===== src/sv/oal_pkg.sv =====
// ----------------------------------------------------------------------------
// oal_pkg: shared types and codes for the ordered array list engine
// Holds the action and status codes and the command and status structs
// that pass between the controller and the datapath.
// ----------------------------------------------------------------------------
`default_nettype none

package oal_pkg;

  // Field widths of the transaction payloads.
  localparam int ACT_W    = 3;
  localparam int POS_W    = 9;
  localparam int VAL_W    = 32;
  localparam int STAT_W   = 2;
  localparam int FIDX_W   = 8;
  localparam int LEN_W    = 9;

  // Action codes carried on the input channel.
  localparam logic [ACT_W-1:0] ACT_INSERT = 3'd0;
  localparam logic [ACT_W-1:0] ACT_REMOVE = 3'd1;
  localparam logic [ACT_W-1:0] ACT_SEARCH = 3'd2;
  localparam logic [ACT_W-1:0] ACT_READ   = 3'd3;
  localparam logic [ACT_W-1:0] ACT_CLEAR  = 3'd4;

  // Status codes carried on the result channel.
  localparam logic [STAT_W-1:0] ST_OK        = 2'd0;
  localparam logic [STAT_W-1:0] ST_RANGE     = 2'd1;
  localparam logic [STAT_W-1:0] ST_FULL      = 2'd2;
  localparam logic [STAT_W-1:0] ST_NOT_FOUND = 2'd3;

  // Controller states.
  typedef enum logic [2:0] {
    S_IDLE,
    S_DECIDE,
    S_INS_SHIFT,
    S_INS_PUT,
    S_REM_SHIFT,
    S_SRCH,
    S_RD_WAIT,
    S_FINISH
  } state_t;

  // Which result the datapath should record.
  typedef enum logic [2:0] {
    RES_OK,
    RES_RANGE,
    RES_FULL,
    RES_NOT_FOUND,
    RES_FOUND,
    RES_READ
  } res_t;

  // Commands from the controller to the datapath.
  typedef struct packed {
    logic load;       // capture the accepted input transaction
    logic ptr_ins;    // walk pointer starts at the list length
    logic ptr_rem;    // walk pointer starts one past the position
    logic ptr_zero;   // walk pointer starts at zero
    logic step_up;    // move entry ptr-1 to ptr, pointer down
    logic step_dn;    // move entry ptr to ptr-1, pointer up
    logic srch_step;  // read entry ptr for compare, pointer up
    logic rd_pos;     // read the entry at the position
    logic put;        // write the value at the position
    logic cnt_inc;
    logic cnt_dec;
    logic cnt_clr;
    logic res_set;    // record the result selected by res_sel
    res_t res_sel;
    logic out_load;   // move the result into the output register
  } cmd_t;

  // Status from the datapath to the controller.
  typedef struct packed {
    logic [ACT_W-1:0] act;
    logic             pos_gt_cnt;
    logic             pos_ge_cnt;
    logic             full;
    logic             ptr_gt_pos;
    logic             ptr_lt_cnt;
    logic             cmp_pend;
    logic             match;
  } sts_t;

endpackage

`default_nettype wire


===== src/sv/oal_ctrl.sv =====
// ----------------------------------------------------------------------------
// oal_ctrl: controller of the ordered array list engine
// State machine that sequences each action over the datapath and owns the
// input ready and the output valid of the transaction channels.
// ----------------------------------------------------------------------------
`default_nettype none

module oal_ctrl (
  input  wire logic          clk,
  input  wire logic          rst_n,
  input  wire logic          in_valid,
  output      logic          in_ready,
  output      logic          out_valid,
  input  wire logic          out_ready,
  input  wire oal_pkg::sts_t sts,
  output      oal_pkg::cmd_t cmd
);
  import oal_pkg::*;

  state_t state_r, state_nxt;
  logic   out_valid_r, out_valid_nxt;
  logic   slot_free;

  // The output register can take a new result when empty or being drained.
  assign slot_free = !out_valid_r || out_ready;
  assign in_ready  = (state_r == S_IDLE);
  assign out_valid = out_valid_r;

  // Next state.
  always_comb begin
    state_nxt = state_r;
    case (state_r)
      S_IDLE: begin
        if (in_valid) state_nxt = S_DECIDE;
      end
      S_DECIDE: begin
        case (sts.act)
          ACT_INSERT: begin
            if (sts.pos_gt_cnt || sts.full) state_nxt = S_FINISH;
            else                            state_nxt = S_INS_SHIFT;
          end
          ACT_REMOVE: begin
            if (sts.pos_ge_cnt) state_nxt = S_FINISH;
            else                state_nxt = S_REM_SHIFT;
          end
          ACT_SEARCH: state_nxt = S_SRCH;
          ACT_READ: begin
            if (sts.pos_ge_cnt) state_nxt = S_FINISH;
            else                state_nxt = S_RD_WAIT;
          end
          default: state_nxt = S_FINISH;
        endcase
      end
      S_INS_SHIFT: begin
        if (!sts.ptr_gt_pos) state_nxt = S_INS_PUT;
      end
      S_INS_PUT:   state_nxt = S_FINISH;
      S_REM_SHIFT: begin
        if (!sts.ptr_lt_cnt) state_nxt = S_FINISH;
      end
      S_SRCH: begin
        if (sts.match || (!sts.ptr_lt_cnt && !sts.cmp_pend)) state_nxt = S_FINISH;
      end
      S_RD_WAIT: state_nxt = S_FINISH;
      S_FINISH: begin
        if (slot_free) state_nxt = S_IDLE;
      end
      default: state_nxt = S_IDLE;
    endcase
  end

  // Commands to the datapath.
  always_comb begin
    cmd         = '0;
    cmd.res_sel = RES_OK;
    case (state_r)
      S_IDLE: begin
        cmd.load = in_valid;
      end
      S_DECIDE: begin
        case (sts.act)
          ACT_INSERT: begin
            if (sts.pos_gt_cnt) begin
              cmd.res_set = 1'b1;
              cmd.res_sel = RES_RANGE;
            end else if (sts.full) begin
              cmd.res_set = 1'b1;
              cmd.res_sel = RES_FULL;
            end else begin
              cmd.ptr_ins = 1'b1;
            end
          end
          ACT_REMOVE: begin
            if (sts.pos_ge_cnt) begin
              cmd.res_set = 1'b1;
              cmd.res_sel = RES_RANGE;
            end else begin
              cmd.ptr_rem = 1'b1;
            end
          end
          ACT_SEARCH: cmd.ptr_zero = 1'b1;
          ACT_READ: begin
            if (sts.pos_ge_cnt) begin
              cmd.res_set = 1'b1;
              cmd.res_sel = RES_RANGE;
            end else begin
              cmd.rd_pos = 1'b1;
            end
          end
          ACT_CLEAR: begin
            cmd.cnt_clr = 1'b1;
            cmd.res_set = 1'b1;
          end
          default: cmd.res_set = 1'b1;
        endcase
      end
      S_INS_SHIFT: begin
        cmd.step_up = sts.ptr_gt_pos;
      end
      S_INS_PUT: begin
        cmd.put     = 1'b1;
        cmd.cnt_inc = 1'b1;
        cmd.res_set = 1'b1;
      end
      S_REM_SHIFT: begin
        if (sts.ptr_lt_cnt) begin
          cmd.step_dn = 1'b1;
        end else begin
          cmd.cnt_dec = 1'b1;
          cmd.res_set = 1'b1;
        end
      end
      S_SRCH: begin
        if (sts.match) begin
          cmd.res_set = 1'b1;
          cmd.res_sel = RES_FOUND;
        end else if (sts.ptr_lt_cnt) begin
          cmd.srch_step = 1'b1;
        end else if (!sts.cmp_pend) begin
          cmd.res_set = 1'b1;
          cmd.res_sel = RES_NOT_FOUND;
        end
      end
      S_RD_WAIT: begin
        cmd.res_set = 1'b1;
        cmd.res_sel = RES_READ;
      end
      S_FINISH: begin
        cmd.out_load = slot_free;
      end
      default: cmd.load = 1'b0;
    endcase
  end

  // Output valid follows loads and drains of the output register.
  always_comb begin
    out_valid_nxt = out_valid_r;
    if (cmd.out_load)           out_valid_nxt = 1'b1;
    else if (out_valid_r && out_ready) out_valid_nxt = 1'b0;
  end

  always_ff @(posedge clk) begin
    if (!rst_n) begin
      state_r     <= S_IDLE;
      out_valid_r <= 1'b0;
    end else begin
      state_r     <= state_nxt;
      out_valid_r <= out_valid_nxt;
    end
  end

endmodule

`default_nettype wire


===== config.mk =====
export PLATFORM = sky130hd
export DESIGN_NAME = oal_ctrl
export DESIGN_NICKNAME = d
export VERILOG_FILES = /design/src/sv/oal_pkg.sv /design/src/sv/oal_ctrl.sv
export SDC_FILE = /design/constraint.sdc
export NUM_CORES = 1
export LEC_CHECK = 0
export BUFFER_PORTS_ARGS = -buffer_cell sky130_fd_sc_hd__buf_2
export CORE_MARGIN = 2
export CORE_UTILIZATION = 25
export DETAILED_ROUTE_END_ITERATION = 7
export SETUP_SLACK_MARGIN = 0.15
export SYNTH_ARGS = -nofsm -noshare
export SYNTH_HDL_FRONTEND = slang
export SYNTH_SLANG_ARGS = --single-unit

===== constraint.sdc =====
create_clock -name clk -period 1.35 [get_ports clk]
set_input_delay 0.2025 -clock clk [delete_from_list [all_inputs] [get_ports clk]]
set_output_delay 0.2025 -clock clk [all_outputs]
set_load 0.02 [all_outputs]

Yosys cells after proc, flatten, opt, wreduce, memory -nomap -nowiden --
Index checks and enable logic that the tools add are counted.
Word-level totals: register bits after elaboration 4, input bits 14, output and inout port bits 19, word-level logic and storage cells 75
Operators by class: equality and inequality tests 16, multiplexer cells 43, reductions and logical operators 14
Operators with widths (count):
- 2-to-1 mux 4 bit | 6
- 2-to-1 mux 1 bit | 22
- 2-to-1 mux 3 bit | 7
- one-hot mux 3 bit (7 select lines) | 1
- equality test 3 bit, second input constant | 5
- equality test 3 x 2 -> 1 bit, second input constant | 4
- one-hot mux 3 bit (4 select lines) | 1
- inequality test 2 bit, second input constant | 5
- one-hot mux 3 bit (3 select lines) | 1
- equality test 3 x 1 -> 1 bit, second input constant | 2
- zero test 3 bit | 2
- one-hot mux 3 bit (2 select lines) | 1
- AND reduction 5 bit | 1
- 2-to-1 mux 2 bit | 2
- one-hot mux 1 bit (4 select lines) | 1
- OR reduction 2 bit | 2
- zero test 1 bit | 3
- logical OR 1 bit | 3
- one-hot mux 1 bit (3 select lines) | 1
- logical AND 1 bit | 2
- nonzero test 2 bit | 1

Logic depth before layout (Yosys ltp) --
Gate-level depths: netlist (run 1).
word-level depth 5, mapped depth 5, gate-level depth less buffers 4

Worst setup path before layout (run 1) --
No wires, ideal clock.
kind register -> output, start point register state_r[1], end point output port cmd[14] (netlist name), data arrival time 1.397 ns, required time 1.148 ns, setup slack -0.249 ns, cell stages (with the launch flop) 4, path buffers 0, cells stage by stage dfxtp_1 -> nand2b_4 -> or3_1 -> nor3b_1
RTL lines:
- start: declaration | RTL line oal_ctrl.sv:20 | state_t state_r, state_nxt;
- start signal: assignment | RTL line oal_ctrl.sv:167 | state_r <= state_nxt;
- end: declaration | RTL line oal_ctrl.sv:16 | output oal_pkg::cmd_t cmd

==> flow_summary.json, run 1 <==
{
  "start_util_pct": 26.9,
  "drv_cap": 0,
  "tightest_slew_ns": 0.321,
  "timing.final.ws_setup_ns": -0.288,
  "fin_cells": 160,
  "cts_tree": "yes",
  "cts_htree_levels": 1,
  "wl_mm": 2.08,
  "violations": "setup timing",
  "synth-main-ff-cell": "dfxtp_1",
  "post-synth-top-area-fraction_pct": 14.9,
  "crit_family": "simple AND/OR/NAND/NOR gates",
  "grt.overflow.total": 0,
  "die_y_um": 50.4,
  "sequentialPowerShare_pct": 10.4,
  "yosysSeqAreaShare_pct": 14.9,
  "ys_warn_count": 0,
  "crit_path_end_kind": "output pin",
  "via_per_inst": 5.03,
  "placed_cells": 144,
  "grt.total_usage_pct": 16.7,
  "cts_made_buffers": 3,
  "pwr-share-clk_pct": 6.5,
  "ant_nets": 0,
  "p_comb_share_pct": 83.2,
  "grt_max_degree": 9,
  "p_leak_nw": 0.553,
  "syn_area_um2": 538,
  "multi_input_area_um2": 586,
  "peakVddDrop_uv": 848,
  "fin_crit_ns": 1.64,
  "dpl.hpwl_mm": 1.36,
  "rsz0062_at_grt": "true",
  "clkTransAtPathRegs_ns": 0.04,
  "drive_gt1_share_pct": 71.4,
  "port_buffers": 32,
  "dieArea_um2": 2540,
  "crit_type": "flip-flop to output pin",
  "core-area_um2": 2000,
  "cp_slowest_stage_delay_ns": 0.39,
  "switching_share_pct": 43.3,
  "min_path_type": "input pin to flip-flop",
  "required_ns": 1.15,
  "holdBufCountCts": 0,
  "syn-instance-count": 79,
  "intPower_w": 0.00131,
  "yosysTopAreaCell": "dfxtp_1",
  "worstSkewPairLatency_ns": 0.23,
  "synthArstFlopShare_pct": 0,
  "post-route-period-util_pct": 121,
  "firstDrtPassIters": 4,
  "power_density_nw_per_um2": 1880,
  "cp_max_fo": 5,
  "yosysUniqueCellTypes": 33,
  "area_growth_pct": 129,
  "synth_fp_nets": 93,
  "synth_seq_cells": 4,
  "synthTopCellsByArea": "dfxtp_1, nor2_1, o21ai_0, nor2b_1, buf_6",
  "cp.arrival_ns": 1.44,
  "gp_congestion": 0.825,
  "crit_path_start": "state_r[1]$_SDFFE_PN0P_",
  "switchingPower_w": 0.00100,
  "nFillCells": 163,
  "yosysMostFrequentCell": "nor2_1",
  "start_kind": "flip-flop",
  "num_rows": 16,
  "slew_viol_final": 0,
  "diodes": 0,
  "drtIter0Drc": 25,
  "synth_edf_count": 0,
  "outcome": "complete, but fails checks",
  "num-nets-final": 149,
  "hp-start": "rst_n",
  "avgSynthCellArea_um2": 6.81,
  "ios": 33,
  "num_vias": 804,
  "setup_violations": 21,
  "die_w_um": 50.4,
  "grt_pass1_vias": 765,
  "antenna_found_initial": 0,
  "cts.path.max_buffers": 2,
  "critPathSlowestCell": "or3_4",
  "crit_path_cell_trace": "nand2b_4 -> or3_4 -> nor3b_4 -> buf_6",
  "fmax_mhz": 610,
  "cts_sinks": 4,
  "wl_per_cell_um": 13.0,
  "grt_pass1_wl_mm": 3.23,
  "drc_errors": 0,
  "power.total_w": 0.00231,
  "cts-root-buf": "clkbuf_4",
  "max_slew_margin_pct": 78.4,
  "worst-path-buf-inv": 1,
  "dp_slack_ns": -0.0665,
  "r2r_start": "state_r[1]$_SDFFE_PN0P_",
  "finalClockSkew_ns": 0.00288,
  "final-seq-area_um2": 88.8,
  "yosys-top-cells-count": "nor2_1, o21ai_0, nand2_1, nor2b_1",
  "hold_viol_final": 0
}
==> final timing paths <==
check,depth (start not counted),endpoint,slack (ns)
min reg2reg,2,out_valid$_SDFFE_PN0P_,0.55
max,4,cmd[14],-0.29
min,3,state_r[2]$_SDFFE_PN0P_,0.23
max reg2reg,8,state_r[1]$_SDFFE_PN0P_,-0.21
==> repair_timing <==
item / CTS / global route
cloned: 1 / 0
setup endpoints to repair: 21 / 21
buffers inserted: 8 / 4
pin swaps: 10 / 15
resized for setup: 53 / 25
==> placed cells by master (no fill, tap or decap), types with 2 or more instances in the layout <==
cell	n
buf_6	26
buf_4	16
buf_2	15
nor2_1	6
nor2_4	4
o21ai_1	4
nor2b_1	3
nor3b_4	3
inv_1	3
o21ai_2	3
nand2_1	3
clkbuf_4	3
nand2b_4	2
nor3_4	2
nor2b_4	2
o21a_1	2
nor4_2	2
and3_4	2
and2_4	2
nand2b_1	2
a21oi_1	2
a21oi_2	2
dfxtp_4	2
==> cells by family (layout without fill, tap and decap cells) <==
group           Yosys count  count (layout)  share of synthesized area, %
compound gates           23              23                          28.1
buf+inv                   9              63                          10.9
flops                     4               4                          14.9
simple gates             43              43                          46.0
==> state kept, by name (all words and copies together), names as in the netlist <==
name       flops
out_valid      1
state_r        3
==> tightest hold or removal path, delay by kind of cell <==
| kind | cells | cell delay, ns |
|---|---|---|
| AOI/OAI and AO/OA | 1 | 0.03 |
| buffers and inverters | 1 | 0.12 |
| and+or+nand+nor | 1 | 0.07 |
==> final cells by class <==
class                           instances  area share (%)
Clock buffer                            3            1.83
Timing Repair Buffer                   57            39.7
Tap cell                               27            2.75
Multi-Input combinational cell         66            47.6
Inverter                                3           0.916
Sequential cell                         4            7.22
==> through the flow <==
| step | TNS [ns] | hold WS (ns) | instance area (um^2) | utilization [%] |
|---|---|---|---|---|
| finish | -3.28 | 0.230 | 1230 | 61.4 |
| global route | -4.41 | 0.235 | 1230 | 61.4 |
| CTS | -3.18 | 0.199 | 1110 | 55.3 |
| detailed placement | -0.143 | 0.457 | 852 | 42.6 |
| global placement | -0.0932 | 0.464 | 852 | 42.6 |
| floorplan | -0.0332 | 0.319 | 616 | - |
==> power groups by stage <==
stage	combinational, W	sequential [W]	clock, W
floorplan	0.000790	0.000224	0
global placement	0.00116	0.000211	0
detailed placement	0.00118	0.000213	0
CTS	0.00163	0.000229	0.000157
global route	0.00204	0.000251	0.000170
finish	0.00192	0.000240	0.000149
==> metal layers <==
| metal | GRT usage [%] | part of all wire [%] | vias up |
|---|---|---|---|
| met5 | 0 | 0 | - |
| met4 | 9.01 | 1.5 | 0 |
| li1 | - | - | 391 |
| met2 | 28.1 | 53 | 31 |
| met3 | 1.79 | 4.4 | 4 |
| met1 | 20.7 | 41 | 378 |
(Power assumes the default switching activity.)
==> inputs of run 2 (changes only) <==
- PLACE_DENSITY: unset -> 0.63
- REMOVE_ABC_BUFFERS: unset -> 1
==> flow_summary.json, run 2 (synthesized netlist as in run 1, its figures left out) <==
{
  "start_util_pct": 26.9,
  "rsz0062_at_grt": "true",
  "ios": 33,
  "r2r_start": "state_r[1]$_SDFFE_PN0P_",
  "wl_per_cell_um": 11.4,
  "grt_max_degree": 16,
  "die_y_um": 50.4,
  "cp_slowest_stage_delay_ns": 0.37,
  "num_vias": 713,
  "outcome": "complete, but fails checks",
  "post-route-period-util_pct": 118,
  "diodes": 0,
  "drive_gt1_share_pct": 54.5,
  "crit_type": "flip-flop to output pin",
  "finalClockSkew_ns": 0.00174,
  "timing.rr.end": "state_r[1]$_SDFFE_PN0P_",
  "gp_congestion": 0.841,
  "grt_pass1_wl_mm": 2.68,
  "critPathSlowestCell": "or3_4",
  "dpl.hpwl_mm": 1.28,
  "tightest_slew_ns": 0.270,
  "reg2regPathDepth": 5,
  "grt_pass1_vias": 637,
  "slew_viol_final": 0,
  "cts_sinks": 4,
  "wl_mm": 1.69,
  "min_path_cells": 3,
  "cts_tree": "yes",
  "area_growth_pct": 74.9,
  "crit_family": "simple AND/OR/NAND/NOR gates",
  "largest_reg_flops": 3,
  "num-nets-final": 137,
  "grt.overflow.total": 0,
  "die_w_um": 50.4,
  "power.total_w": 0.00172,
  "max_slew_margin_pct": 81.7,
  "violations": "setup timing",
  "worstSkewPairLatency_ns": 0.23,
  "num_rows": 16,
  "layout_commonest_cell": "buf_2",
  "peakVddDrop_uv": 887,
  "required_ns": 1.15,
  "cts.path.max_buffers": 2,
  "fin_crit_ns": 1.59,
  "hold_viol_final": 0,
  "holdBufCountCts": 0,
  "layout_common_cells": "buf_2, buf_4, nor2_1",
  "crit_path_cell_trace": "nand2b_4 -> or3_4 -> nor3b_2 -> buf_4",
  "cts_htree_levels": 1,
  "cp.arrival_ns": 1.39,
  "worst-path-buf-inv": 1,
  "port_buffers": 32,
  "fmax_mhz": 628,
  "cts-root-buf": "clkbuf_4",
  "crit_path_end_kind": "output pin",
  "fin_area_um2": 941,
  "r2r_slack_ns": -0.03,
  "antenna_found_initial": 0,
  "drtIter0Drc": 7,
  "drc_errors": 0,
  "timing.final.ws_setup_ns": -0.242,
  "worstHoldEndpoint": "state_r[2]$_SDFFE_PN0P_",
  "drv_cap": 0,
  "placed_cells": 141,
  "cts_made_buffers": 3,
  "power_density_nw_per_um2": 1820,
  "min_path_type": "input pin to flip-flop",
  "via_per_inst": 4.82,
  "ant_nets": 0,
  "start_kind": "flip-flop",
  "place_area_um2": 752,
  "grt.total_usage_pct": 13.0,
  "top_register": "state_r",
  "dieArea_um2": 2540,
  "core-area_um2": 2000,
  "fin_setup_tns_ns": -2.01,
  "firstDrtPassIters": 2,
  "fin_cells": 148,
  "cp_max_fo": 5,
  "clkTransAtPathRegs_ns": 0.04,
  "setup_violations": 15,
  "nFillCells": 219,
  "p_leak_nw": 0.439,
  "hp-start": "rst_n"
}
-- run 2: cell count changes in the layout (fill, tap and decap cells not counted), moves of 3 or more --
cell     delta
buf_2       +5
buf_4       +3
buf_6      -22
nor2_1      +3
nor3b_2     +3
nor3b_4     -3
o21ai_0     +3
o21ai_2     -3
-- run 2: worst reg2reg max path, cell delays in order (launching register included) --
cell      delay (ns)
dfxtp_2         0.31
buf_4           0.18
and4bb_2        0.33
o21ai_0         0.10
o2111a_1        0.16
o21a_1          0.18
-- run 2: layer usage --
metal  up-vias  share of wire [%]  global-route usage, %
met2        15                 52                   21.9
met4         0               0.53                   4.05
li1        370                  -                      -
met3         2                3.5                   1.19
met1       326                 44                   17.5
met5         -                  0                      0
-- run 2: power breakdown --
group | switching (W) | internal [W] | leakage [nW] | total, W
registers | 0.0000422 | 0.000175 | 0.0338 | 0.000218
clock network | 0.0000514 | 0.0000996 | 0.0138 | 0.000151
logic | 0.000686 | 0.000661 | 0.392 | 0.00135
-- run 2: worst max-delay path by stage --
| stage | startpoint | endpoint | slack [ns] | depth (start not counted) |
|---|---|---|---|---|
| after CTS | state_r[1]$_SDFFE_PN0P_ | cmd[13] | -0.23 | 4 |
| after floorplan | state_r[0]$_SDFFE_PN0P_ | cmd[14] | -0.37 | 3 |
| after global placement | state_r[1]$_SDFFE_PN0P_ | cmd[1] | -0.04 | 4 |
| after global routing | state_r[1]$_SDFFE_PN0P_ | cmd[9] | -0.30 | 4 |
| after detailed placement | state_r[1]$_SDFFE_PN0P_ | cmd[14] | -0.06 | 4 |
| final | state_r[1]$_SDFFE_PN0P_ | cmd[9] | -0.24 | 4 |
-- run 2: metrics by stage --
step / hold slack, ns / worst slack [ns] / utilization, %
after global routing: 0.214 / -0.299 / 47.0
final: 0.208 / -0.242 / 47.0
after CTS: 0.209 / -0.232 / 43.3
after floorplan: 0.319 / -0.373 / -
after detailed placement: 0.461 / -0.0579 / 37.6
after global placement: 0.457 / -0.0364 / 37.6
-- run 2: what timing repair did --
action                                  in CTS  in global routing
gates cloned                                 0                  0
gates resized for setup                     28                 11
hold endpoints to repair                     0                  0
buffers inserted                             1                  3
endpoints found under the setup margin      21                 21
pin swaps                                    3                  1
-- run 2: cell type report --
cell class	count	area (um^2)	area share, %
Inverter	3	11.3	1.20
Sequential cell	4	83.8	8.91
Clock buffer	3	22.5	2.39
Multi-Input combinational cell	66	467	49.6
Tap cell	27	33.8	3.59
Timing Repair Buffer	45	323	34.3
